## src/hdl/lesf_pkg.sv

```systemverilog
// Shared types and constants for the largest empty square finder.
package lesf_pkg;

    // Field widths fixed by the stream format
    localparam int CELL_W     = 8;
    localparam int POS_OUT_W  = 10;
    localparam int SIDE_OUT_W = 11;
    localparam int M_TDATA_W  = 32;

    // Map characters
    localparam logic [CELL_W-1:0] FREE_CHAR    = 8'h2E;   // '.'
    localparam logic [CELL_W-1:0] ROW_END_CHAR = 8'h0A;   // newline

    // Operation carried from the scan stage to the update stage
    localparam logic [1:0] OP_NOP     = 2'd0;
    localparam logic [1:0] OP_ROW_END = 2'd1;
    localparam logic [1:0] OP_CELL    = 2'd2;

    typedef struct packed {
        logic [1:0] op;
        logic       is_free;      // cell byte is '.'
        logic       above_valid;  // not row 0 and line store entry written since reset
        logic       last;         // map end beat
    } ctl_t;

endpackage

```

## src/hdl/lesf_scan.sv

```systemverilog
// Scan stage: row/column tracking, overflow handling, line store fill mark.
module lesf_scan #(
    parameter int  MAX_COLS = 1024,
    parameter int  MAX_ROWS = 1024,
    localparam int COL_W    = (MAX_COLS > 1) ? $clog2(MAX_COLS) : 1,
    localparam int ROW_W    = (MAX_ROWS > 1) ? $clog2(MAX_ROWS) : 1
) (
    input  logic                          clk,
    input  logic                          rst_n,
    input  logic                          accept,
    input  logic [lesf_pkg::CELL_W-1:0]   cell_byte,
    input  logic                          map_end,
    output lesf_pkg::ctl_t                ctl,
    output logic [COL_W-1:0]              col,
    output logic [ROW_W-1:0]              row
);
    import lesf_pkg::*;

    localparam int HWM_W = $clog2(MAX_COLS + 1);

    logic [COL_W-1:0] col_count_reg, col_count_next;
    logic [ROW_W-1:0] row_count_reg, row_count_next;
    logic             col_full_reg, col_full_next;
    logic             row_full_reg, row_full_next;
    // entries [0, hwm) have been written since reset
    logic [HWM_W-1:0] hwm_reg, hwm_next;

    always_comb
    begin
        col_count_next  = col_count_reg;
        row_count_next  = row_count_reg;
        col_full_next   = col_full_reg;
        row_full_next   = row_full_reg;
        hwm_next        = hwm_reg;
        ctl.op          = OP_NOP;
        ctl.is_free     = (cell_byte == FREE_CHAR);
        ctl.above_valid = (row_count_reg != '0) && (HWM_W'(col_count_reg) < hwm_reg);
        ctl.last        = map_end;

        if (!row_full_reg)
        begin
            if (cell_byte == ROW_END_CHAR)
            begin
                ctl.op         = OP_ROW_END;
                col_count_next = '0;
                col_full_next  = 1'b0;
                if (row_count_reg == ROW_W'(MAX_ROWS - 1))
                begin
                    row_full_next = 1'b1;
                end
                else
                begin
                    row_count_next = row_count_reg + 1'b1;
                end
            end
            else if (!col_full_reg)
            begin
                ctl.op = OP_CELL;
                if (HWM_W'(col_count_reg) == hwm_reg)
                begin
                    hwm_next = hwm_reg + 1'b1;
                end
                if (col_count_reg == COL_W'(MAX_COLS - 1))
                begin
                    col_full_next = 1'b1;
                end
                else
                begin
                    col_count_next = col_count_reg + 1'b1;
                end
            end
        end

        // new map starts after the end beat; fill mark survives
        if (map_end)
        begin
            col_count_next = '0;
            row_count_next = '0;
            col_full_next  = 1'b0;
            row_full_next  = 1'b0;
        end
    end

    always_ff @(posedge clk or negedge rst_n)
    begin
        if (!rst_n)
        begin
            col_count_reg <= '0;
            row_count_reg <= '0;
            col_full_reg  <= 1'b0;
            row_full_reg  <= 1'b0;
            hwm_reg       <= '0;
        end
        else if (accept)
        begin
            col_count_reg <= col_count_next;
            row_count_reg <= row_count_next;
            col_full_reg  <= col_full_next;
            row_full_reg  <= row_full_next;
            hwm_reg       <= hwm_next;
        end
    end

    assign col = col_count_reg;
    assign row = row_count_reg;

`ifndef SYNTHESIS
    a_col_within_fill: assert property (@(posedge clk) disable iff (!rst_n)
        HWM_W'(col_count_reg) <= hwm_reg)
        else $error("column count ahead of line store fill mark");
`endif

endmodule

```

## config.mk

```make
export PLATFORM = sky130hd
export DESIGN_NAME = lesf_scan
export DESIGN_NICKNAME = d
export VERILOG_FILES = /design/src/hdl/lesf_pkg.sv /design/src/hdl/lesf_scan.sv
export SDC_FILE = /design/constraint.sdc
export NUM_CORES = 1
export LEC_CHECK = 0
export BUFFER_PORTS_ARGS = -buffer_cell sky130_fd_sc_hd__buf_2
export CAP_MARGIN = 0
export CORE_MARGIN = 2
export CORE_UTILIZATION = 30
export DETAILED_ROUTE_END_ITERATION = 8
export GPL_TIMING_DRIVEN = 1
export SYNTH_ARGS = -nofsm -noshare
export SYNTH_HDL_FRONTEND = slang
export SYNTH_SLANG_ARGS = --single-unit
```

## constraint.sdc

```tcl
create_clock -name clk -period 1.79 [get_ports clk]
set_clock_uncertainty 0.1 [all_clocks]
set_input_delay 0.2685 -clock clk [delete_from_list [all_inputs] [get_ports clk]]
set_output_delay 0.2685 -clock clk [all_outputs]
set_load 0.01 [all_outputs]
```

==> results_dict.tcl <==
set metrics [dict create \
    maxCapViolCount 0 \
    use_met2 0.283 \
    power_density_nw_per_um2 497 \
    avgSynthCellArea_um2 9.24 \
    grt_pass1_wl_um 10500 \
    clock.fmax_mhz 448 \
    slew-limit-headroom 0.714 \
    cts.clk_slew.worst_paths_ns 0.07 \
    final_nets 380 \
    largest_reg_flops 11 \
    clock_path_buffers 2 \
    seq_power_share 0.453 \
    whs_ns 0.299 \
    comb_power_share 0.203 \
    rows 31 \
    finalHoldViolCount 0 \
    die_width_um 89.6 \
    synth-edff-count 0 \
    initial_core_util 0.307 \
    p_sw_frac 0.278 \
    place.gp.congestion 0.904 \
    insertedDiodeCount 0 \
    drc 0 \
    synth.distinct_cells 49 \
    grt_max_degree 17 \
    rsz0062_at_grt "true" \
    synth_cells 238 \
    crit_type "reg2out" \
    ys_seq_elements 33 \
    drive_gt1_frac 0.513 \
    h-tree-depth 2 \
    cts_buffers 5 \
    worstPathRequired_ns 1.42 \
    p_clk_frac 0.344 \
    port_buffers 36 \
    failed_checks "setup timing" \
    async_flop_share 1.00 \
    slew_viol_final 0 \
    gr-max-usage-layer "met2" \
    dp_hpwl_um 4810 \
    setup_slack_ns -0.441 \
    crit_fanout 2 \
    leakagePower_nw 1.62 \
    synth_nets 264 \
    critPathCaptureType "output pin" \
    wl_um 6750 \
    use_met3 0.0302 \
    pin_count 37 \
    fin_crit_sh 1.25 \
    dr.pass1.iters 4 \
    syn_area_um2 2200 \
    syn2layout_area_growth_pct 58.2 \
    clkLatencyLatePin_ns 0.29 \
    wl_per_cell_um 14.9 \
    p_int_mw 1.25 \
    dieHeight_um 89.6 \
    hp-class "in2reg" \
    first_global_vias 2286 \
    synth_flop_cell "dfrtp_1" \
    ir_drop_v 0.000304 \
    fp.dieArea_um2 8030 \
    cts_tree "yes" \
    vias 2284 \
    ant_nets 0 \
    vias_per_cell 5.03 \
    antenna_found_initial 0 \
    setup_viol 22 \
    grt_util_all_layers 0.172 \
    fin_crit_ns 2.23 \
    ys_seq_area_frac 0.375 \
    yosysWarningCount 0 \
    grt_overflow_total 0 \
    start_kind "flop" \
    clockRootBuffer "clkbuf_8" \
    arrival_ns 1.86 \
    utilization 0.485 \
    grt_use_met1 0.219 \
    p_switching_uw 480 \
    drt_iter0_drc 152 \
    fp.coreArea_um2 7180 \
    cts.sinks 33 \
    tightest_slew_ns 0.427 \
    outcome "finished, violations left" \
]
## layout by cell type (no fill, tap or decap), types with 4 or more instances in the layout
master and n:
a31oi_1 6, buf_6 11, nor4_1 4, inv_1 17, a21oi_1 10, nor3_1 4
and3_1 5, xnor2_1 9, inv_2 4, nand2_1 14, dfrtp_1 29, a21o_1 4
ha_1 6, nor2_1 16, nand3_1 9, nor3_2 8, nand4_1 9, buf_2 35
dfrtp_2 4, clkbuf_8 6, buf_4 68, ha_4 7
## kinds of logic (layout without fill, tap and decap cells)
logic type,after synthesis,count (layout),synth area share
and+or+nand+nor,101,101,0.283
AOI/OAI and AO/OA,52,52,0.167
DFF,33,33,0.375
buffers and inverters,27,144,0.0489
adders and majority gates,14,14,0.0796
xor gates and xnor gates,9,9,0.0358
muxes,2,2,0.00967
## cell usage after synthesis (all sizes together) (5+ instances only)
library cell  instances  share of area
o21ai                 8          0.023
xnor2                 9          0.036
and3                  5          0.014
nand4                 9          0.026
a21oi                14          0.037
nor3                 13          0.032
dfrtp                33           0.38
nor4                  7          0.032
ha                   14          0.080
nand3                12          0.027
a31oi                 6          0.017
nor2                 18          0.038
or3                   5          0.014
inv                  21          0.036
nand2                18          0.034
## through the flow
step | power (mW) | instances | setup TNS [ns] | setup WS (ns) | instance area, um^2
CTS | 1.70 | 441 | -2.43 | -0.473 | 3230
global route | 1.81 | 454 | -5.34 | -0.520 | 3480
detailed placement | 1.07 | 425 | -2.89 | -0.319 | 2950
global placement | 1.06 | 425 | -2.39 | -0.295 | 2950
floorplan | 0.933 | 238 | -0.885 | -0.137 | 2240
finish | 1.73 | 454 | -2.94 | -0.441 | 3480
## power by group through the flow
| stage | registers (mW) | logic (mW) | clock network [mW] |
|---|---|---|---|
| after CTS | 0.782 | 0.310 | 0.611 |
| after detailed placement | 0.796 | 0.272 | 0 |
| final | 0.782 | 0.351 | 0.595 |
| after global routing | 0.785 | 0.383 | 0.646 |
| after floorplan | 0.816 | 0.117 | 0 |
| after global placement | 0.795 | 0.268 | 0 |
## layout make-up
type / instances / area (um^2)
Clock buffer: 8 / 90.1
Inverter: 21 / 78.8
Fill cell: 678 / 3700
Sequential cell: 33 / 831
Multi-Input combinational cell: 178 / 1540
Tap cell: 99 / 124
Timing Repair Buffer: 115 / 820
## metal layers
metal | share of wire | up-vias
met5 | 0 | -
met4 | 0.014 | 0
met3 | 0.043 | 9
met2 | 0.49 | 65
met1 | 0.45 | 1100
li1 | - | 1110
## path summary, 6_finish.rpt
check	from	endpoint	slack (ns)	cells past startpoint
setup / recovery	col[1]	ctl[1]	-0.44	7
hold / removal	map_end	row[3]	0.30	3
setup reg to reg	col[6]	hwm_reg[8]	-0.23	7
hold reg to reg	hwm_reg[8]	hwm_reg[8]	0.45	2
max in group asynchronous	rst_n	col[7]	0.77	3
min in group asynchronous	rst_n	hwm_reg[5]	0.32	2
## worst max-delay path, cell delays in order, from the launching register on
cell and delay, ns:
dfrtp_2 0.43, ha_4 0.24, nor2b_4 0.12, o21ai_2 0.10
a21oi_1 0.09, a2111oi_2 0.21, o221a_2 0.27, buf_6 0.10
## repair_timing
item / in CTS / in global routing
hold endpoints to repair: 14 / 0
resized for setup: 30 / 36
hold buffers: 1 / 0
pin swaps: 10 / 27
setup endpoints to repair: 23 / 29
setup buffers: 7 / 14
(Power assumes the default switching activity.)
