$ cat src/hdl/lesf_pkg.sv
// Shared types and constants for the largest empty square finder.
package lesf_pkg;

    // Field widths fixed by the stream format
    localparam int CELL_W     = 8;
    localparam int POS_OUT_W  = 10;
    localparam int SIDE_OUT_W = 11;
    localparam int M_TDATA_W  = 32;

    // Map characters
    localparam logic [CELL_W-1:0] FREE_CHAR    = 8'h2E;   // '.'
    localparam logic [CELL_W-1:0] ROW_END_CHAR = 8'h0A;   // newline

    // Operation carried from the scan stage to the update stage
    localparam logic [1:0] OP_NOP     = 2'd0;
    localparam logic [1:0] OP_ROW_END = 2'd1;
    localparam logic [1:0] OP_CELL    = 2'd2;

    typedef struct packed {
        logic [1:0] op;
        logic       is_free;      // cell byte is '.'
        logic       above_valid;  // not row 0 and line store entry written since reset
        logic       last;         // map end beat
    } ctl_t;

endpackage

$ cat src/hdl/lesf_update.sv
// Update stage: min-of-three side, best square tracking, result register.
module lesf_update #(
    parameter int  MAX_COLS = 1024,
    parameter int  MAX_ROWS = 1024,
    localparam int COL_W    = (MAX_COLS > 1) ? $clog2(MAX_COLS) : 1,
    localparam int ROW_W    = (MAX_ROWS > 1) ? $clog2(MAX_ROWS) : 1,
    localparam int MIN_DIM  = (MAX_COLS < MAX_ROWS) ? MAX_COLS : MAX_ROWS,
    localparam int SIDE_W   = $clog2(MIN_DIM + 1)
) (
    input  logic                              clk,
    input  logic                              rst_n,
    input  logic                              accept,
    input  lesf_pkg::ctl_t                    ctl_in,
    input  logic [COL_W-1:0]                  col_in,
    input  logic [ROW_W-1:0]                  row_in,
    input  logic [SIDE_W-1:0]                 rd_data,
    output logic                              stall,
    output logic                              wr_en,
    output logic [COL_W-1:0]                  wr_addr,
    output logic [SIDE_W-1:0]                 wr_data,
    input  logic                              m_tready,
    output logic                              m_tvalid,
    output logic [lesf_pkg::POS_OUT_W-1:0]    best_row,
    output logic [lesf_pkg::POS_OUT_W-1:0]    best_col,
    output logic [lesf_pkg::SIDE_OUT_W-1:0]   best_side
);
    import lesf_pkg::*;

    logic             s1_valid_reg;
    ctl_t             s1_ctl_reg;
    logic [COL_W-1:0] s1_col_reg;
    logic [ROW_W-1:0] s1_row_reg;

    logic [SIDE_W-1:0] left_reg, left_next;
    logic [SIDE_W-1:0] diag_reg, diag_next;
    logic [SIDE_W-1:0] best_size_reg, best_size_next;
    logic [ROW_W-1:0]  best_brow_reg, best_brow_next;
    logic [COL_W-1:0]  best_bcol_reg, best_bcol_next;

    logic              out_valid_reg;
    logic [POS_OUT_W-1:0]  out_row_reg;
    logic [POS_OUT_W-1:0]  out_col_reg;
    logic [SIDE_OUT_W-1:0] out_side_reg;

    logic              advance;
    logic [SIDE_W-1:0] up, m01, min3, side;
    logic [ROW_W-1:0]  top_row;
    logic [COL_W-1:0]  top_col;

    // hold the end beat while the result register is still occupied
    assign stall   = s1_valid_reg && s1_ctl_reg.last && out_valid_reg && !m_tready;
    assign advance = s1_valid_reg && !stall;

    assign up   = s1_ctl_reg.above_valid ? rd_data : '0;
    assign m01  = (up < left_reg) ? up : left_reg;
    assign min3 = (m01 < diag_reg) ? m01 : diag_reg;
    assign side = s1_ctl_reg.is_free ? (min3 + 1'b1) : '0;

    assign wr_en   = advance && (s1_ctl_reg.op == OP_CELL);
    assign wr_addr = s1_col_reg;
    assign wr_data = side;

    always_comb
    begin
        left_next      = left_reg;
        diag_next      = diag_reg;
        best_size_next = best_size_reg;
        best_brow_next = best_brow_reg;
        best_bcol_next = best_bcol_reg;
        case (s1_ctl_reg.op)
            OP_CELL:
            begin
                left_next = side;
                diag_next = up;
                if (side > best_size_reg)
                begin
                    best_size_next = side;
                    best_brow_next = s1_row_reg;
                    best_bcol_next = s1_col_reg;
                end
            end
            OP_ROW_END:
            begin
                left_next = '0;
                diag_next = '0;
            end
            default:
            begin
            end
        endcase
    end

    // top-left corner = bottom-right - (side - 1)
    always_comb
    begin
        top_row = '0;
        top_col = '0;
        if (best_size_next != '0)
        begin
            top_row = best_brow_next - ROW_W'(best_size_next - 1'b1);
            top_col = best_bcol_next - COL_W'(best_size_next - 1'b1);
        end
    end

    always_ff @(posedge clk or negedge rst_n)
    begin
        if (!rst_n)
        begin
            s1_valid_reg  <= 1'b0;
            left_reg      <= '0;
            diag_reg      <= '0;
            best_size_reg <= '0;
            best_brow_reg <= '0;
            best_bcol_reg <= '0;
            out_valid_reg <= 1'b0;
        end
        else
        begin
            if (!stall)
            begin
                s1_valid_reg <= accept;
            end
            if (advance)
            begin
                if (s1_ctl_reg.last)
                begin
                    left_reg      <= '0;
                    diag_reg      <= '0;
                    best_size_reg <= '0;
                    best_brow_reg <= '0;
                    best_bcol_reg <= '0;
                end
                else
                begin
                    left_reg      <= left_next;
                    diag_reg      <= diag_next;
                    best_size_reg <= best_size_next;
                    best_brow_reg <= best_brow_next;
                    best_bcol_reg <= best_bcol_next;
                end
            end
            if (advance && s1_ctl_reg.last)
            begin
                out_valid_reg <= 1'b1;
            end
            else if (m_tready)
            begin
                out_valid_reg <= 1'b0;
            end
        end
    end

    always_ff @(posedge clk)
    begin
        if (accept)
        begin
            s1_ctl_reg <= ctl_in;
            s1_col_reg <= col_in;
            s1_row_reg <= row_in;
        end
        if (advance && s1_ctl_reg.last)
        begin
            out_row_reg  <= POS_OUT_W'(top_row);
            out_col_reg  <= POS_OUT_W'(top_col);
            out_side_reg <= SIDE_OUT_W'(best_size_next);
        end
    end

    assign m_tvalid  = out_valid_reg;
    assign best_row  = out_row_reg;
    assign best_col  = out_col_reg;
    assign best_side = out_side_reg;

`ifndef SYNTHESIS
    a_best_monotonic: assert property (@(posedge clk) disable iff (!rst_n)
        advance && !s1_ctl_reg.last |=> best_size_reg >= $past(best_size_reg))
        else $error("best side shrank within a map");

    a_side_bounded: assert property (@(posedge clk) disable iff (!rst_n)
        wr_en |-> ({1'b0, wr_data} <= ({1'b0, SIDE_W'(s1_col_reg)} + 1'b1)))
        else $error("square side exceeds column position");

    a_stall_holds_end: assert property (@(posedge clk) disable iff (!rst_n)
        stall |=> s1_valid_reg && s1_ctl_reg.last)
        else $error("end beat lost while result register busy");
`endif

endmodule

$ cat config.mk
export PLATFORM = sky130hd
export DESIGN_NAME = lesf_update
export DESIGN_NICKNAME = d
export VERILOG_FILES = /design/src/hdl/lesf_pkg.sv /design/src/hdl/lesf_update.sv
export SDC_FILE = /design/constraint.sdc
export NUM_CORES = 1
export LEC_CHECK = 0
export ABC_AREA = 1
export BUFFER_PORTS_ARGS = -buffer_cell sky130_fd_sc_hd__buf_4
export CAP_MARGIN = 10
export CORE_UTILIZATION = 45
export CTS_CLUSTER_DIAMETER = 40
export DETAILED_ROUTE_END_ITERATION = 10
export GPL_ROUTABILITY_DRIVEN = 0
export PLACE_DENSITY = 0.71
export SLEW_MARGIN = 10
export SYNTH_ARGS = -nofsm -noshare
export SYNTH_HDL_FRONTEND = slang
export SYNTH_SLANG_ARGS = --single-unit
$ cat constraint.sdc
create_clock -name clk -period 9.15 [get_ports clk]
set_clock_uncertainty 0.1 [all_clocks]
set_input_delay 0 -clock clk [delete_from_list [all_inputs] [get_ports clk]]
set_output_delay 0 -clock clk [all_outputs]
set_load 0.02 [all_outputs]
==> results.json, run 1 <==
{
  "coreArea_sq_um": 14640,
  "crit_fanout": 21,
  "die_x_um": 124.9,
  "syn_area_per_cell_sq_um": 8.367,
  "route.detailed.drc": 18,
  "synth_edf_count": 56,
  "ys_warn_count": 0,
  "hp-class": "input pin to async pin",
  "power.share.switching": 0.4850,
  "power_frac_comb": 0.651,
  "grt_pass1_vias": 5461,
  "synth_area_sq_um": 6794,
  "drtIter0Drc": 391,
  "min_period_ns": 8.316,
  "io_buffers": 94,
  "ys.flop_type": "edfxtp_1",
  "htree_levels": 3,
  "vdd_ir_drop_max_v": 0.0002315,
  "synth-async-reset-ratio": 0.4955,
  "pwr-share-clk": 0.120,
  "rrSetupSlack_ns": 0.83,
  "tightest_slew_ns": 0.9736,
  "drive_gt1_frac": 0.1898,
  "finalCritPeriodShare": 0.9088,
  "finalMaxSlewViolations": 0,
  "finalPower_mw": 3.406,
  "yosysSeqAreaShare": 0.4501,
  "rsz0062_at_grt": "false",
  "p_int_mw": 1.754,
  "clkSinkCount": 111,
  "num_rows": 44,
  "hold_violations": 0,
  "finalSetupTns_ns": 0,
  "clock_latency_ns": 0.36,
  "nets": 1026,
  "antenna_found_initial": 0,
  "fillers": 1305,
  "clkTransAtPathRegs_ns": 0.08,
  "n_antenna_cell": 0,
  "max_stage_delay_ns": 0.55,
  "hpwl_mm": 11.97,
  "setup_viol": 0,
  "routed_wl_mm": 16.16,
  "synth_area_leader_cell": "edfxtp_1",
  "wire_per_inst_um": 14.33,
  "worst_setup_path_start_kind": "flip-flop",
  "failed_checks": "DRC",
  "track_usage": 0.2178,
  "synth_area_leaders": "edfxtp_1 (25%), dfrtp_1 (20%), nand2_1 (9.6%)",
  "synthesis.nets": 900,
  "p_sw_mw": 1.652,
  "grt_pass1_wl_mm": 26.73,
  "crit_arrival_ns": 8.34,
  "synth_top_area_frac": 0.2475,
  "max_freq_mhz": 120.3,
  "antenna_left": 0,
  "areaGrowthSynthToFinish_pct": 23.08,
  "cts_tree": "yes",
  "crit_top_cell": "nand2_1",
  "max-slew-margin-rel": 0.3502,
  "via_per_inst": 5.020,
  "critPathSlowestCell": "edfxtp_1",
  "via_count": 5658,
  "clockBufferDepth": 2,
  "ys_types": 42,
  "die_area_sq_um": 15590,
  "grt-ovfl-total": 0,
  "max_cap_violations": 0,
  "cts-root-buf": "clkbuf_16",
  "outcome": "complete, but fails checks",
  "power_leakage_nw": 4.294,
  "critPathKind": "flip-flop to flip-flop",
  "start_util": 0.4639,
  "postSynthCellCount": 812,
  "cp-end-kind": "flip-flop",
  "power.density_nw_per_um2": 407.4,
  "die_h_um": 124.9,
  "ios": 95,
  "final_cell_area_sq_um": 8362,
  "cts_buffers": 9,
  "power_frac_seq": 0.229,
  "cp_data_required_time_ns": 9.18,
  "postPlaceCellArea_sq_um": 7657,
  "cts_setup_buffers": 0,
  "ys_ff_latch": 111,
  "grt_max_degree": 56,
  "drt-pass1-iter-count": 8
}
logic make-up after synthesis:
family,Yosys count,synth area share
adders and majority gates,48,0.09061
xor gates and xnor gates,10,0.01289
AOI/OAI and AO/OA,137,0.1203
and+or+nand+nor,324,0.2214
buffers and inverters,182,0.1048
DFF,111,0.4501
path summary, 6_finish.rpt:
check	from	to	depth (start not counted)
worst max-delay path	s1_ctl_reg[1]	best_row[9]	48
worst min-delay path	rst_n	diag_reg[10]	2
worst max register to register	s1_ctl_reg[1]	best_row[9]	48
worst min register to register	best_bcol_reg[2]	best_bcol_reg[2]	2
max in group asynchronous	rst_n	left_reg[2]	2
min in group clk	col_in[5]	wr_addr[5]	2
worst max-delay path: cells and delay by family, from the launching register on:
family	cells	cell delay, ns
adders and majority gates	5	1.51
DFF	1	0.55
xor gates and xnor gates	1	0.26
AOI/OAI and AO/OA	6	1.19
buffers and inverters	5	0.43
and+or+nand+nor	31	4.03
area by class of cell:
| class | instances | area [sq um] | share of cell area |
|---|---|---|---|
| multi-input cells | 519 | 3029 | 0.3623 |
| repair buffers | 138 | 1137 | 0.1360 |
| clock buffers | 11 | 254.0 | 0.03038 |
| clock inverters | 5 | 56.30 | 0.006734 |
| inverters | 159 | 596.8 | 0.07138 |
| well taps | 184 | 230.2 | 0.02753 |
| flip-flops and latches | 111 | 3058 | 0.3657 |
layout by cell type, fill, tap and decap left out, types with 26 or more instances in the layout:
cell type / n
nor2_1: 43
nand3_1: 42
dlygate4sd3_1: 39
nand2_1: 173
edfxtp_1: 56
dfrtp_1: 55
inv_1: 152
ha_1: 46
buf_4: 98
o21ai_0: 35
o22ai_1: 52
a21oi_1: 26
power groups by stage:
stage          Combinational [mW]  Clock (mW)  Sequential [mW]
6_report                     2.22       0.410            0.780
4_1_cts                      2.20       0.418            0.782
3_5_place_dp                 2.17           0            0.792
5_1_grt                      2.51       0.436            0.790
2_1_floorplan                1.58           0            0.859
3_3_place_gp                 2.12           0            0.789
cells in the mapped netlist (2+ instances only):
cell type / instances
a211oi_1: 2
a21o_1: 2
a21oi_1: 26
buf_2: 5
buf_6: 3
clkbuf_1: 14
dfrtp_1: 55
edfxtp_1: 56
fa_1: 2
ha_1: 46
inv_1: 152
inv_2: 7
nand2_1: 173
nand2_2: 21
nand2_4: 4
nand3_1: 42
nand3_2: 5
nand3b_1: 3
nand4_1: 9
nor2_1: 45
nor2_2: 5
nor2_4: 4
nor3_1: 2
o21a_1: 2
o21ai_0: 35
o21ai_1: 7
o21ai_2: 4
o21bai_1: 2
o22ai_1: 52
or2_2: 7
xnor2_1: 2
xor2_1: 8
per-stage QoR:
stage | worst slack [ns] | cells | hold slack, ns | util
detailed placement | 0.9752 | 1072 | 0.01474 | 0.5229
finish | 0.8341 | 1127 | 0.1412 | 0.5710
global placement | 1.151 | 1072 | 0.01445 | 0.5229
floorplan | 1.611 | 812 | -0.3956 | -
CTS | 0.9297 | 1127 | 0.1734 | 0.5707
global route | 0.004543 | 1127 | 0.2304 | 0.5710
repair_timing:
| action | in CTS | in global routing |
|---|---|---|
| setup endpoints to repair | 0 | 1 |
| endpoints found under the hold margin | 117 | 0 |
| resized for setup | 0 | 1 |
| hold buffers | 39 | 0 |
per-layer routing:
metal,part of all wire,global-route usage,routed length (um)
met2,0.44,0.3331,7029
met4,0.018,0.07317,295
met3,0.049,0.03479,794
met1,0.50,0.3140,8035
met5,0,0,0
No activity file was read; power rests on OpenSTA's default activity.
==> inputs of run 2 (changes only) <==
--- a/config.mk
+++ b/config.mk
@@ -6,13 +6,14 @@
 export NUM_CORES = 1
 export LEC_CHECK = 0
 export ABC_AREA = 1
-export BUFFER_PORTS_ARGS = -buffer_cell sky130_fd_sc_hd__buf_4
 export CAP_MARGIN = 10
+export CORE_ASPECT_RATIO = 0.7
 export CORE_UTILIZATION = 45
 export CTS_CLUSTER_DIAMETER = 40
 export DETAILED_ROUTE_END_ITERATION = 10
+export DONT_BUFFER_PORTS = 1
 export GPL_ROUTABILITY_DRIVEN = 0
-export PLACE_DENSITY = 0.71
+export PLACE_DENSITY = 0.66
 export SLEW_MARGIN = 10
 export SYNTH_ARGS = -nofsm -noshare
 export SYNTH_HDL_FRONTEND = slang
==> results.json, run 2 (synthesized netlist as in run 1, its figures left out) <==
{
  "highest_layer": "met4",
  "cp-end-kind": "flip-flop",
  "vdd_ir_drop_max_v": 0.0002355,
  "layout_commonest_cell": "nand2_1",
  "antenna_found_initial": 0,
  "outcome": "completed",
  "setup_viol": 0,
  "m1WireLength_mm": 8.728,
  "crit_start": "s1_ctl_reg[1]",
  "final.setup.worst_slack_ns": 0.8907,
  "clkSinkCount": 111,
  "cp_data_required_time_ns": 9.17,
  "power_leakage_nw": 3.887,
  "max-slew-margin-rel": 0.3271,
  "power.density_nw_per_um2": 430.2,
  "final_util": 0.5278,
  "preCtsSetupSlack_ns": 0.6933,
  "dr_wl_met2_mm": 6.217,
  "ios": 95,
  "tightest_slew_ns": 1.008,
  "grt_pass1_wl_mm": 27.27,
  "die_area_sq_um": 15600,
  "htree_levels": 3,
  "wire_per_inst_um": 15.54,
  "finalCritPeriodShare": 0.9027,
  "route.detailed.drc": 0,
  "via_per_inst": 5.105,
  "grt_max_degree": 56,
  "io_buffers": 0,
  "whs_ns": 0.04540,
  "hold_violations": 0,
  "n_antenna_cell": 0,
  "track_usage": 0.2259,
  "worstReg2RegStart": "s1_ctl_reg[1]",
  "finalSetupTns_ns": 0,
  "grt-ovfl-total": 0,
  "rsz0062_at_grt": "false",
  "nets": 937,
  "die_h_um": 104.8,
  "clock_latency_ns": 0.36,
  "cts-root-buf": "clkbuf_16",
  "start_util": 0.4615,
  "crit_fanout": 21,
  "hp-class": "input pin to async pin",
  "drive_gt1_frac": 0.1066,
  "via_count": 5355,
  "finalMaxSlewViolations": 0,
  "drtIter0Drc": 447,
  "areaGrowthSynthToFinish_pct": 14.36,
  "clkTransAtPathRegs_ns": 0.08,
  "cts_tree": "yes",
  "hpwl_mm": 12.19,
  "max_cap_violations": 0,
  "antenna_left": 0,
  "critPathSlowestCell": "edfxtp_1",
  "die_x_um": 148.9,
  "wl_met3_mm": 1.206,
  "coreArea_sq_um": 14720,
  "clockBufferDepth": 2,
  "drt-pass1-iter-count": 5,
  "routed_wl_mm": 16.30,
  "num_rows": 37,
  "critPathKind": "flip-flop to flip-flop",
  "max_freq_mhz": 121.1,
  "grt_pass1_vias": 5090,
  "crit_arrival_ns": 8.27,
  "max_stage_delay_ns": 0.57,
  "crit_top_cell": "nand2_1",
  "layout_common_cells": "nand2_1 (173), inv_1 (152), edfxtp_1 (56), dfrtp_1 (55), o22ai_1 (52)",
  "worst_setup_path_start_kind": "flip-flop",
  "cts_buffers": 9,
  "min_period_ns": 8.259
}
-- run 2: layer usage --
layer,track usage,vias up
li1,-,2732
met1,0.3566,2444
met2,0.3011,166
met3,0.06419,13
met4,0.04227,0
met5,0,-
-- run 2: report_power, final --
part | internal (mW) | switching [mW] | total (mW)
logic | 0.727 | 1.34 | 2.06
clock network | 0.200 | 0.216 | 0.416
registers | 0.748 | 0.114 | 0.862
-- run 2: area by class of cell --
type / instances / area, sq um
Sequential cell: 111 / 3058
Fill cell: 1382 / 6952
Inverter: 159 / 596.8
Multi-Input combinational cell: 519 / 3042
Tap cell: 195 / 244.0
Clock inverter: 7 / 93.84
Timing Repair Buffer: 49 / 510.5
Clock buffer: 9 / 225.2
-- run 2: worst paths after layout --
check / end / slack [ns] / cells after the start
worst max-delay path: best_row[9] / 0.89 / 49
worst min-delay path: diag_reg[10] / 0.05 / 2
worst max register to register: best_row[9] / 0.89 / 49
worst min register to register: m_tvalid / 0.44 / 2
max in group asynchronous: diag_reg[3] / 8.63 / 2
min in group clk: wr_addr[3] / 0.15 / 1
-- run 2: critical path: cells and delay by family (launching register included) --
kind / cells / cell delay [ns]
XOR/XNOR: 1 / 0.23
adder cells (fa/ha/maj): 5 / 1.48
AO/OA/AOI/OAI: 8 / 1.62
buffers and inverters: 6 / 0.58
flip-flops: 1 / 0.57
AND/OR/NAND/NOR: 29 / 3.42
-- run 2: metrics by stage --
stage                     power [mW]  area, sq um  instances
after CTS                      3.325         7757       1049
after floorplan                2.437         6794        812
after global placement         2.853         7000        992
after detailed placement       2.873         7000        992
after global routing           3.711         7770       1049
final                          3.343         7770       1049
-- run 2: timing repair --
action / in CTS / in global routing
hold buffers: 41 / 0
setup buffers: 0 / 0
gates resized for setup: 0 / 3
endpoints found under the hold margin: 118 / 0
endpoints found under the setup margin: 0 / 5
==> inputs of run 3 (changes only) <==
--- a/config.mk
+++ b/config.mk
@@ -13,7 +13,7 @@
 export DETAILED_ROUTE_END_ITERATION = 10
 export DONT_BUFFER_PORTS = 1
 export GPL_ROUTABILITY_DRIVEN = 0
-export PLACE_DENSITY = 0.66
+export PLACE_DENSITY = 0.68
 export SLEW_MARGIN = 10
 export SYNTH_ARGS = -nofsm -noshare
 export SYNTH_HDL_FRONTEND = slang
==> constraint.sdc (replaced) <==
create_clock -name clk -period 6.93 [get_ports clk]
set_clock_uncertainty 0.1 [all_clocks]
set_input_delay 0 -clock clk [delete_from_list [all_inputs] [get_ports clk]]
set_output_delay 0 -clock clk [all_outputs]
set_load 0.02 [all_outputs]
==> results.json, run 3 (synthesized netlist as in run 1, its figures left out) <==
{
  "outcome": "complete, but fails checks",
  "failed_checks": "setup timing",
  "min_period_ns": 7.267,
  "max_cap_violations": 0,
  "htree_levels": 3,
  "preCtsSetupSlack_ns": -0.3252,
  "die_x_um": 148.9,
  "critPathKind": "flip-flop to flip-flop",
  "finalCritPeriodShare": 1.049,
  "finalSetupTns_ns": -2.441,
  "grt_pass1_wl_mm": 28.74,
  "drtIter0Drc": 574,
  "final_cells": 1196,
  "nets": 1083,
  "clkSinkCount": 111,
  "start_util": 0.4615,
  "cp-end-kind": "flip-flop",
  "io_buffers": 0,
  "grt_max_degree": 56,
  "clock_latency_ns": 0.37,
  "seqCellArea_sq_um": 3058,
  "via_per_inst": 5.428,
  "track_usage": 0.2411,
  "routed_wl_mm": 21.60,
  "grt-ovfl-total": 0,
  "ios": 95,
  "multi_input_comb_area_sq_um": 3963,
  "layout_common_cells": "inv_1 (137), buf_4 (135), nand2_1 (123), edfxtp_1 (56), dfrtp_1 (55)",
  "die_area_sq_um": 15600,
  "num_rows": 37,
  "final_cell_area_sq_um": 9907,
  "max_freq_mhz": 137.6,
  "postPlaceCellArea_sq_um": 7900,
  "coreArea_sq_um": 14720,
  "crit_arrival_ns": 7.29,
  "grt_pass1_vias": 5566,
  "dp_cells": 1107,
  "clkTransAtPathRegs_ns": 0.08,
  "wire_per_inst_um": 18.06,
  "crit_fanout": 8,
  "route.detailed.drc": 0,
  "layout_commonest_cell": "inv_1",
  "finalMaxSlewViolations": 0,
  "r2r_cells": 54,
  "die_h_um": 104.8,
  "cp_data_required_time_ns": 6.95,
  "hp-class": "input pin to async pin",
  "setup_viol": 19,
  "areaGrowthSynthToFinish_pct": 45.82,
  "worstReg2RegStart": "s1_ctl_reg[1]",
  "cts-root-buf": "clkbuf_16",
  "max-slew-margin-rel": 0.2346,
  "antenna_found_initial": 0,
  "r2r-end": "best_row[9]",
  "max_stage_delay_ns": 0.47,
  "crit_start": "s1_ctl_reg[1]",
  "crit_top_cell": "nand2_4",
  "via_count": 6492,
  "critPathSlowestCell": "edfxtp_1",
  "fillers": 1034,
  "rrSetupSlack_ns": -0.34,
  "drive_gt1_frac": 0.3910,
  "cts_tree": "yes",
  "crit_end": "best_row[9]",
  "rsz0062_at_grt": "true",
  "final.setup.worst_slack_ns": -0.3365,
  "antenna_left": 0,
  "clockBufferDepth": 2,
  "hold_violations": 0,
  "hpwl_mm": 13.29,
  "worst_setup_path_start_kind": "flip-flop",
  "drt-pass1-iter-count": 5,
  "tightest_slew_ns": 1.144,
  "cts_buffers": 9
}
## run 3: through the flow
stage,hold slack [ns],util
finish,0.04859,0.6730
global route,0.07699,0.6728
CTS,0.06361,0.6005
detailed placement,-0.3937,0.5366
global placement,-0.3937,0.5366
floorplan,-0.3956,-
## run 3: cell type report
cell class / instances / share of cell area
Timing Repair Buffer: 192 / 0.1709
Sequential cell: 111 / 0.3087
Inverter: 159 / 0.06239
Tap cell: 195 / 0.02463
Multi-Input combinational cell: 521 / 0.4000
Clock buffer: 9 / 0.02273
Antenna cell: 1 / 0.0002526
Clock inverter: 7 / 0.009977
Timing Repair inverter: 1 / 0.0005052
## run 3: worst min-delay path by stage
stage | startpoint | end | slack [ns] | cells after the start
finish | rst_n | diag_reg[10] | 0.05 | 2
global route | rst_n | diag_reg[9] | 0.08 | 2
CTS | rst_n | diag_reg[10] | 0.06 | 2
detailed placement | rst_n | diag_reg[8] | -0.39 | 0
global placement | rst_n | diag_reg[10] | -0.39 | 0
floorplan | rst_n | best_bcol_reg[0] | -0.40 | 0
## run 3: critical path, delay by kind of cell (launching register included)
family,cells,cell delay [ns]
compound gates,5,0.72
xor+xnor,1,0.16
fa+ha+maj,5,1.29
buf+inv,11,1.29
flops,1,0.47
simple gates,32,2.99
## run 3: what timing repair did
item | CTS | global route
hold buffers | 40 | 0
endpoints found under the setup margin | 11 | 21
buffers inserted | 2 | 24
resized for setup | 37 | 191
pin swaps | 17 | 80
cloned | 1 | 5
endpoints found under the hold margin | 118 | 0
## run 3: routing by layer
layer  wire (um)  track usage  part of all wire  vias to the layer above
met1        9586       0.3691              0.44                     3052
met4         648      0.04810             0.030                        0
li1            -            -                 -                     3035
met5           0            0                 0                        -
met3        2239      0.07642              0.10                       69
met2        9128       0.3284              0.42                      336
Power of run 3 is left out: the tool's default activity adds up to more than one toggle a clock period on the data nets, which glitch-free logic cannot reach.
